==> config.mk <==
export PLATFORM = sky130hd
export DESIGN_NAME = bresenham_line_pixel_generator
export DESIGN_NICKNAME = d
export VERILOG_FILES = /design/src/rtl/core/blg_pkg.sv /design/src/rtl/core/blg_pixel_addr.sv /design/src/rtl/core/bresenham_line_pixel_generator.sv
export SDC_FILE = /design/constraint.sdc
export NUM_CORES = 1
export LEC_CHECK = 0
export ABC_AREA = 0
export BUFFER_PORTS_ARGS = -buffer_cell sky130_fd_sc_hd__buf_4
export CORE_AREA = 2 2 238 240
export CTS_CLUSTER_SIZE = 16
export DETAILED_ROUTE_END_ITERATION = 16
export DIE_AREA = 0 0 240 242
export GPL_TIMING_DRIVEN = 1
export SLEW_MARGIN = 20
export SYNTH_ARGS = -nofsm -noshare
export SYNTH_HDL_FRONTEND = slang
export SYNTH_HIERARCHICAL = 1
export SYNTH_SLANG_ARGS = --single-unit
export TNS_END_PERCENT = 10
==> constraint.sdc <==
create_clock -name clk_i -period 8.2 [get_ports clk_i]
set_input_delay 1.64 -clock clk_i [delete_from_list [all_inputs] [get_ports clk_i]]
set_output_delay 1.64 -clock clk_i [all_outputs]
set_load 0.005 [all_outputs]
==> src/rtl/core/blg_pkg.sv <==
// blg_pkg: shared types, widths, register indexes and reset values for the
// line pixel generator. No dependencies.
package blg_pkg;

  localparam int unsigned CoordBitsDefault = 12;
  localparam int unsigned WinBits          = 12;
  localparam int unsigned LineBytesBits    = 16;
  localparam int unsigned BppBits          = 3;
  localparam int unsigned OffsetBits       = 27;
  localparam int unsigned ColorBits        = 24;
  localparam int unsigned CfgIndexBits     = 4;
  localparam int unsigned CfgDataBits      = 16;

  localparam logic [WinBits-1:0]       WinWidthReset  = 12'd1024;
  localparam logic [WinBits-1:0]       WinHeightReset = 12'd768;
  localparam logic [LineBytesBits-1:0] LineBytesReset = 16'd4096;
  localparam logic [BppBits-1:0]       BppReset       = 3'd4;

  localparam logic ModeLoad = 1'b0;
  localparam logic ModeStep = 1'b1;

  typedef enum logic [CfgIndexBits-1:0] {
    CFG_WINDOW_WIDTH    = 4'd0,
    CFG_WINDOW_HEIGHT   = 4'd1,
    CFG_LINE_BYTES      = 4'd2,
    CFG_BYTES_PER_PIXEL = 4'd3
  } cfg_reg_e;

  typedef struct packed {
    logic [WinBits-1:0]       window_width;
    logic [WinBits-1:0]       window_height;
    logic [LineBytesBits-1:0] line_bytes;
    logic [BppBits-1:0]       bytes_per_pixel;
  } cfg_t;

  typedef struct packed {
    logic                  visible;
    logic [OffsetBits-1:0] byte_offset;
  } pix_info_t;

endpackage

==> src/rtl/core/blg_pixel_addr.sv <==
// blg_pixel_addr: window clipping and frame-buffer byte offset of one pixel.
// Depends on blg_pkg.
module blg_pixel_addr #(
  parameter int unsigned CoordBits = blg_pkg::CoordBitsDefault
) (
  input  blg_pkg::cfg_t                cfg_i,
  input  logic signed [CoordBits-1:0]  cur_x_i,
  input  logic signed [CoordBits-1:0]  cur_y_i,
  output blg_pkg::pix_info_t           info_o
);

  localparam int unsigned CmpW =
    (CoordBits > blg_pkg::WinBits) ? CoordBits : blg_pkg::WinBits;
  localparam int unsigned YProdW = CoordBits + blg_pkg::LineBytesBits;
  localparam int unsigned XProdW = CoordBits + blg_pkg::BppBits;

  logic              x_ok;
  logic              y_ok;
  logic [YProdW-1:0] y_prod;
  logic [XProdW-1:0] x_prod;

  assign x_ok = !cur_x_i[CoordBits-1] &&
                (CmpW'($unsigned(cur_x_i)) < CmpW'(cfg_i.window_width));
  assign y_ok = !cur_y_i[CoordBits-1] &&
                (CmpW'($unsigned(cur_y_i)) < CmpW'(cfg_i.window_height));

  assign y_prod = YProdW'($unsigned(cur_y_i)) * YProdW'(cfg_i.line_bytes);
  assign x_prod = XProdW'($unsigned(cur_x_i)) * XProdW'(cfg_i.bytes_per_pixel);

  assign info_o.visible     = x_ok && y_ok;
  assign info_o.byte_offset = (x_ok && y_ok)
                            ? blg_pkg::OffsetBits'(y_prod) + blg_pkg::OffsetBits'(x_prod)
                            : '0;

endmodule

==> src/rtl/core/bresenham_line_pixel_generator.sv <==
// Bresenham line pixel generator. Takes one word per clock when the result
// register is free or being drained; a step word gives its pixel through the
// input register, then the result register. The error update and the offset
// multiply are both combinational, computed while the step word sits in the input register.
// Load words and steps while idle produce no output and never wait on it.
// Depends on blg_pkg and blg_pixel_addr.
module bresenham_line_pixel_generator #(
  parameter int unsigned COORD_BITS = blg_pkg::CoordBitsDefault
) (
  input  logic                                clk_i,
  input  logic                                rst_ni,
  input  logic                                cfg_valid_i,
  output logic                                cfg_ready_o,
  input  logic [blg_pkg::CfgIndexBits-1:0]    cfg_index_i,
  input  logic [blg_pkg::CfgDataBits-1:0]     cfg_wdata_i,
  input  logic                                in_valid_i,
  output logic                                in_ready_o,
  input  logic                                mode_i,
  input  logic signed [COORD_BITS-1:0]        x_start_i,
  input  logic signed [COORD_BITS-1:0]        y_start_i,
  input  logic signed [COORD_BITS-1:0]        x_end_i,
  input  logic signed [COORD_BITS-1:0]        y_end_i,
  input  logic [blg_pkg::ColorBits-1:0]       line_color_i,
  output logic                                out_valid_o,
  input  logic                                out_ready_i,
  output logic signed [COORD_BITS-1:0]        pixel_x_o,
  output logic signed [COORD_BITS-1:0]        pixel_y_o,
  output logic [blg_pkg::OffsetBits-1:0]      byte_offset_o,
  output logic [blg_pkg::ColorBits-1:0]       pixel_color_o,
  output logic                                visible_o,
  output logic                                last_o
);

  localparam int unsigned ErrW = COORD_BITS + 2;
  localparam int unsigned E2W  = ErrW + 1;

  blg_pkg::cfg_t cfg_q;

  logic                          in_valid_q;
  logic                          mode_q;
  logic signed [COORD_BITS-1:0]  xs_q, ys_q, xe_q, ye_q;
  logic [blg_pkg::ColorBits-1:0] color_q;

  logic signed [COORD_BITS-1:0]  cur_x_q, cur_y_q, end_x_q, end_y_q;
  logic signed [COORD_BITS-1:0]  cur_x_d, cur_y_d;
  logic [COORD_BITS-1:0]         delta_x_q, delta_y_q;
  logic                          step_x_neg_q, step_y_neg_q;
  logic signed [ErrW-1:0]        error_q, error_d;
  logic [blg_pkg::ColorBits-1:0] held_color_q;
  logic                          active_q;

  logic                          out_valid_q;
  logic signed [COORD_BITS-1:0]  pixel_x_q, pixel_y_q;
  logic [blg_pkg::OffsetBits-1:0] byte_offset_q;
  logic [blg_pkg::ColorBits-1:0] pixel_color_q;
  logic                          visible_q, last_q;

  logic                          is_load, produce, advance, is_last;
  logic signed [COORD_BITS:0]    dx_s, dy_s, dx_abs, dy_abs;
  logic [COORD_BITS-1:0]         dx_ld, dy_ld;
  logic signed [ErrW-1:0]        err_ld;
  logic signed [E2W-1:0]         e2, dx_w, dy_w, err_w;
  logic                          move_x, move_y;
  blg_pkg::pix_info_t            info;

  // configuration
  assign cfg_ready_o = 1'b1;

  always_ff @(posedge clk_i or negedge rst_ni) begin
    if (!rst_ni) begin
      cfg_q.window_width    <= blg_pkg::WinWidthReset;
      cfg_q.window_height   <= blg_pkg::WinHeightReset;
      cfg_q.line_bytes      <= blg_pkg::LineBytesReset;
      cfg_q.bytes_per_pixel <= blg_pkg::BppReset;
    end else if (cfg_valid_i) begin
      case (cfg_index_i)
        blg_pkg::CFG_WINDOW_WIDTH: begin
          cfg_q.window_width <= cfg_wdata_i[blg_pkg::WinBits-1:0];
        end
        blg_pkg::CFG_WINDOW_HEIGHT: begin
          cfg_q.window_height <= cfg_wdata_i[blg_pkg::WinBits-1:0];
        end
        blg_pkg::CFG_LINE_BYTES: begin
          cfg_q.line_bytes <= cfg_wdata_i[blg_pkg::LineBytesBits-1:0];
        end
        blg_pkg::CFG_BYTES_PER_PIXEL: begin
          cfg_q.bytes_per_pixel <= cfg_wdata_i[blg_pkg::BppBits-1:0];
        end
        default: begin
        end
      endcase
    end
  end

  // flow control
  assign is_load    = (mode_q == blg_pkg::ModeLoad);
  assign produce    = (mode_q == blg_pkg::ModeStep) && active_q;
  assign advance    = in_valid_q && (!produce || !out_valid_q || out_ready_i);
  assign in_ready_o = !in_valid_q || advance;

  always_ff @(posedge clk_i or negedge rst_ni) begin
    if (!rst_ni) begin
      in_valid_q <= 1'b0;
    end else if (in_ready_o) begin
      in_valid_q <= in_valid_i;
    end
  end

  always_ff @(posedge clk_i) begin
    if (in_ready_o && in_valid_i) begin
      mode_q  <= mode_i;
      xs_q    <= x_start_i;
      ys_q    <= y_start_i;
      xe_q    <= x_end_i;
      ye_q    <= y_end_i;
      color_q <= line_color_i;
    end
  end

  // load setup
  assign dx_s   = (COORD_BITS + 1)'(xe_q) - (COORD_BITS + 1)'(xs_q);
  assign dy_s   = (COORD_BITS + 1)'(ye_q) - (COORD_BITS + 1)'(ys_q);
  assign dx_abs = dx_s[COORD_BITS] ? -dx_s : dx_s;
  assign dy_abs = dy_s[COORD_BITS] ? -dy_s : dy_s;
  assign dx_ld  = dx_abs[COORD_BITS-1:0];
  assign dy_ld  = dy_abs[COORD_BITS-1:0];
  assign err_ld = $signed(ErrW'(dx_ld)) - $signed(ErrW'(dy_ld));

  // error rule
  assign is_last = (cur_x_q == end_x_q) && (cur_y_q == end_y_q);
  assign e2      = {error_q, 1'b0};
  assign dx_w    = $signed(E2W'(delta_x_q));
  assign dy_w    = $signed(E2W'(delta_y_q));
  assign move_x  = e2 > -dy_w;
  assign move_y  = e2 < dx_w;
  assign err_w   = E2W'(error_q) - (move_x ? dy_w : '0) + (move_y ? dx_w : '0);
  assign error_d = err_w[ErrW-1:0];

  always_comb begin
    cur_x_d = cur_x_q;
    cur_y_d = cur_y_q;
    if (move_x) begin
      cur_x_d = step_x_neg_q ? cur_x_q - 1'b1 : cur_x_q + 1'b1;
    end
    if (move_y) begin
      cur_y_d = step_y_neg_q ? cur_y_q - 1'b1 : cur_y_q + 1'b1;
    end
  end

  always_ff @(posedge clk_i or negedge rst_ni) begin
    if (!rst_ni) begin
      active_q     <= 1'b0;
      cur_x_q      <= '0;
      cur_y_q      <= '0;
      end_x_q      <= '0;
      end_y_q      <= '0;
      delta_x_q    <= '0;
      delta_y_q    <= '0;
      step_x_neg_q <= 1'b0;
      step_y_neg_q <= 1'b0;
      error_q      <= '0;
      held_color_q <= '0;
    end else if (advance) begin
      if (is_load) begin
        active_q     <= 1'b1;
        cur_x_q      <= xs_q;
        cur_y_q      <= ys_q;
        end_x_q      <= xe_q;
        end_y_q      <= ye_q;
        delta_x_q    <= dx_ld;
        delta_y_q    <= dy_ld;
        step_x_neg_q <= !(xs_q < xe_q);
        step_y_neg_q <= !(ys_q < ye_q);
        error_q      <= err_ld;
        held_color_q <= color_q;
      end else if (produce) begin
        if (is_last) begin
          active_q <= 1'b0;
        end else begin
          cur_x_q <= cur_x_d;
          cur_y_q <= cur_y_d;
          error_q <= error_d;
        end
      end
    end
  end

  blg_pixel_addr #(
    .CoordBits (COORD_BITS)
  ) u_pixel_addr (
    .cfg_i   (cfg_q),
    .cur_x_i (cur_x_q),
    .cur_y_i (cur_y_q),
    .info_o  (info)
  );

  // result register
  always_ff @(posedge clk_i or negedge rst_ni) begin
    if (!rst_ni) begin
      out_valid_q <= 1'b0;
    end else if (advance && produce) begin
      out_valid_q <= 1'b1;
    end else if (out_ready_i) begin
      out_valid_q <= 1'b0;
    end
  end

  always_ff @(posedge clk_i) begin
    if (advance && produce) begin
      pixel_x_q     <= cur_x_q;
      pixel_y_q     <= cur_y_q;
      byte_offset_q <= info.byte_offset;
      pixel_color_q <= held_color_q;
      visible_q     <= info.visible;
      last_q        <= is_last;
    end
  end

  assign out_valid_o   = out_valid_q;
  assign pixel_x_o     = pixel_x_q;
  assign pixel_y_o     = pixel_y_q;
  assign byte_offset_o = byte_offset_q;
  assign pixel_color_o = pixel_color_q;
  assign visible_o     = visible_q;
  assign last_o        = last_q;

`ifndef SYNTHESIS
  a_last_ends_line: assert property (@(posedge clk_i) disable iff (!rst_ni)
    advance && produce && is_last |=> !active_q)
    else $error("generator still active after end point");

  a_load_starts_line: assert property (@(posedge clk_i) disable iff (!rst_ni)
    advance && is_load |=> active_q)
    else $error("load word did not start a line");

  a_step_gives_word: assert property (@(posedge clk_i) disable iff (!rst_ni)
    advance && produce |=> out_valid_o)
    else $error("step word produced no output");

  a_hidden_offset_zero: assert property (@(posedge clk_i) disable iff (!rst_ni)
    out_valid_o && !visible_o |-> byte_offset_o == '0)
    else $error("clipped pixel carries a byte offset");
`endif

endmodule

==> impl_metrics.tcl <==
set metrics [dict create \
    status "finished clean" \
    clock-sinks 308 \
    dr.max_layer_used "met4" \
    track_usage_pct 22.6 \
    post-route-min-period_ps 6500 \
    cts_buffers 37 \
    n_antenna_cell 0 \
    synth_top_flop_cell "dfrtp_1" \
    hpwlAfterDp_mm 49.3 \
    whs_ps 436 \
    relSlewSlack_pct 34.2 \
    finalHoldViolations 0 \
    insertion_delay_ps 550 \
    fin_util_pct 50.3 \
    worstHoldPathType "flop to flop" \
    synthTopCellsByArea "edfxtp_1 (18%), dfrtp_1 (16%), fa_1 (15%)" \
    ys_seq_elements 308 \
    fin_setup_tns_ps 0 \
    skew_ps 22.1 \
    num_rows 87 \
    coreArea_mm2 0.0557 \
    cts_resized 0 \
    setup_viol 0 \
    synth_common_cells "inv_1 (348), nand2_1 (328), ha_1 (211)" \
    initialDrtViolationCount 974 \
    avgViaCountPerCell 5.27 \
    post_cts_buffers 0 \
    nFillCells 5188 \
    syn2layout_area_growth_pct 13.6 \
    die_x_um 240 \
    start_util_pct 44.3 \
    dr.pass1.iters 5 \
    wl_per_cell_um 18.9 \
    floorplan.die_area_mm2 0.0581 \
    ant_nets 0 \
    multi_input_area_mm2 0.0146 \
    met1_length_mm 27.4 \
    syn_area_mm2 0.0247 \
    yosysWarnings 6 \
    regArea_mm2 0.00846 \
    async_flop_share_pct 51.3 \
    clk_pin_slew_ps 60 \
    synth_top_area_share_pct 18.3 \
    nets 3134 \
    slew_viol_final 0 \
    gp_congestion 0.920 \
    final.period_utilization_pct 79.2 \
    remaining_drc_errors 0 \
    grt_pass1_vias 18400 \
    met3WireLength_mm 2.77 \
    grt_pass1_wl_mm 103 \
    yosysUniqueCellTypes 87 \
    io_buffers 176 \
    seq_area_frac_synth_pct 34.3 \
    synthCells 2490 \
    max_stage_delay_ps 710 \
    cp-start-kind "flop" \
    synth-edff-count 150 \
    cts_tree "yes" \
    rsz0062_at_grt "false" \
    vias 18000 \
    clock-root-buffer "clkbuf_16" \
    yosysMostFrequentCell "inv_1" \
    slowest_stage "dfrtp_1" \
    antenna_found_initial 0 \
    crit_path_max_fanout 21 \
    routed_wl_mm 64.7 \
    critical_path_class "flop to flop" \
    end_kind "flop" \
    crit_chain "and2_1, fa_1, inv_1, fa_1, inv_1, fa_1, fa_1, fa_1, inv_1, fa_1, inv_1, ha_1, a21oi_1, o21ai_0, a221o_1, nor3_1, o21ai_0, mux2i_1" \
    path_delay_family "adder cells" \
    final_layout_size_suffix_gt1_share_pct 13.0 \
    ioPinCount 178 \
    cap_viol_max_count 0 \
    cpMostUsedCell "fa_1" \
    htreeDepth 2 \
    cp.arrival_ps 6790 \
    syn_nets 2990 \
    die_h_um 242 \
    worst_slew_pin_slew_ps 987 \
    grt_max_degree 86 \
    grt_overflow 0 \
    max_freq_mhz 154 \
    cp_num_buf_inv 4 \
    syn_avg_cell_area_um2 9.91 \
    wl_met2_mm 32.3 \
    synth_largest_area_cell "edfxtp_1" \
    cts_hold_buf 0 \
    worstPathRequired_ps 8500 \
    clk_path_buf_depth 3 \
]
[worst paths after layout]
| kind | startpoint | end | slack, ps | cells after the start |
|---|---|---|---|---|
| setup / recovery | cur_y_q[5] | byte_offset_o[26] | 1700 | 18 |
| hold / removal | color_q[19] | held_color_q[19] | 440 | 2 |
| setup reg to reg | cur_y_q[5] | byte_offset_o[26] | 1700 | 18 |
| hold reg to reg | color_q[19] | held_color_q[19] | 440 | 2 |
| max in group asynchronous | rst_ni | cur_y_q[6] | 5460 | 2 |
| min in group asynchronous | rst_ni | held_color_q[16] | 1150 | 1 |
[flip-flops by register name, summed over array words and instances (netlist names), 14 cells and up]
register,count
byte_offset_o,27
cfg_q,43
color_q,24
error_q,14
held_color_q,24
pixel_color_o,24
[placed cells by master, fill, tap and decap left out, types with 7 or more instances in the layout]
cell and n:
inv_1 348, nand2_1 327, ha_1 211, fa_1 191, buf_4 186, and2_1 158
dfrtp_1 153, edfxtp_1 150, nor2_1 103, o21ai_0 100, a21oi_1 83, xor2_1 60
mux2_2 55, xnor2_1 48, nor3_1 44, clkbuf_16 39, nand3_1 33, a21o_1 25
mux2i_1 23, nor2b_1 21, a31oi_1 20, a211oi_1 19, nand2b_1 15, nor4_1 14
nand4_1 14, o31ai_1 13, o21a_1 13, and3_1 13, and4_1 9, a21boi_0 8
nand3b_1 8, o211ai_1 7
[routing by layer]
| layer | vias to the layer above | track usage [%] |
|---|---|---|
| met5 | - | 0 |
| met4 | 0 | 7.67 |
| met3 | 108 | 2.53 |
| met2 | 412 | 39.6 |
| met1 | 8914 | 29.1 |
| li1 | 8589 | - |
[kinds of logic (layout without fill, tap and decap cells)]
group	Yosys count	after routing	synth area share, %
simple gates	804	804	16.0
buf+inv	432	604	6.67
fa+ha+maj	402	402	26.2
compound gates	357	357	9.54
flops	308	308	34.3
xor+xnor	108	108	3.83
mux	78	78	3.44
other cells	1	1	0.0152
[worst register-to-register path, stage by stage, from the launching register on]
cell     delay [ps]
dfrtp_1         710
and2_1          370
fa_1            540
inv_1            60
fa_1            560
inv_1            60
fa_1            520
fa_1            440
fa_1            570
inv_1            60
fa_1            540
inv_1            50
ha_1            390
a21oi_1         200
o21ai_0         150
a221o_1         370
nor3_1          330
o21ai_0         190
mux2i_1         140
[through the flow]
step	setup slack [ps]	area, µm²	cells
floorplan	2400	24700	2490
global placement	1890	26700	3351
detailed placement	1720	26800	3351
CTS	1710	28000	3418
global route	1400	28000	3418
finish	1700	28000	3418
[cell type report]
type	instances	share of cell area (%)
clock buffer	47	3.70
sequential	308	30.2
timing repair buffer	188	5.06
multi-input combinational	1750	52.2
tap	756	3.37
clock inverter	20	0.808
inverter	349	4.67
Power is left out: the tool's default activity adds up to more than one toggle a clock period on the data nets, which glitch-free logic cannot reach.
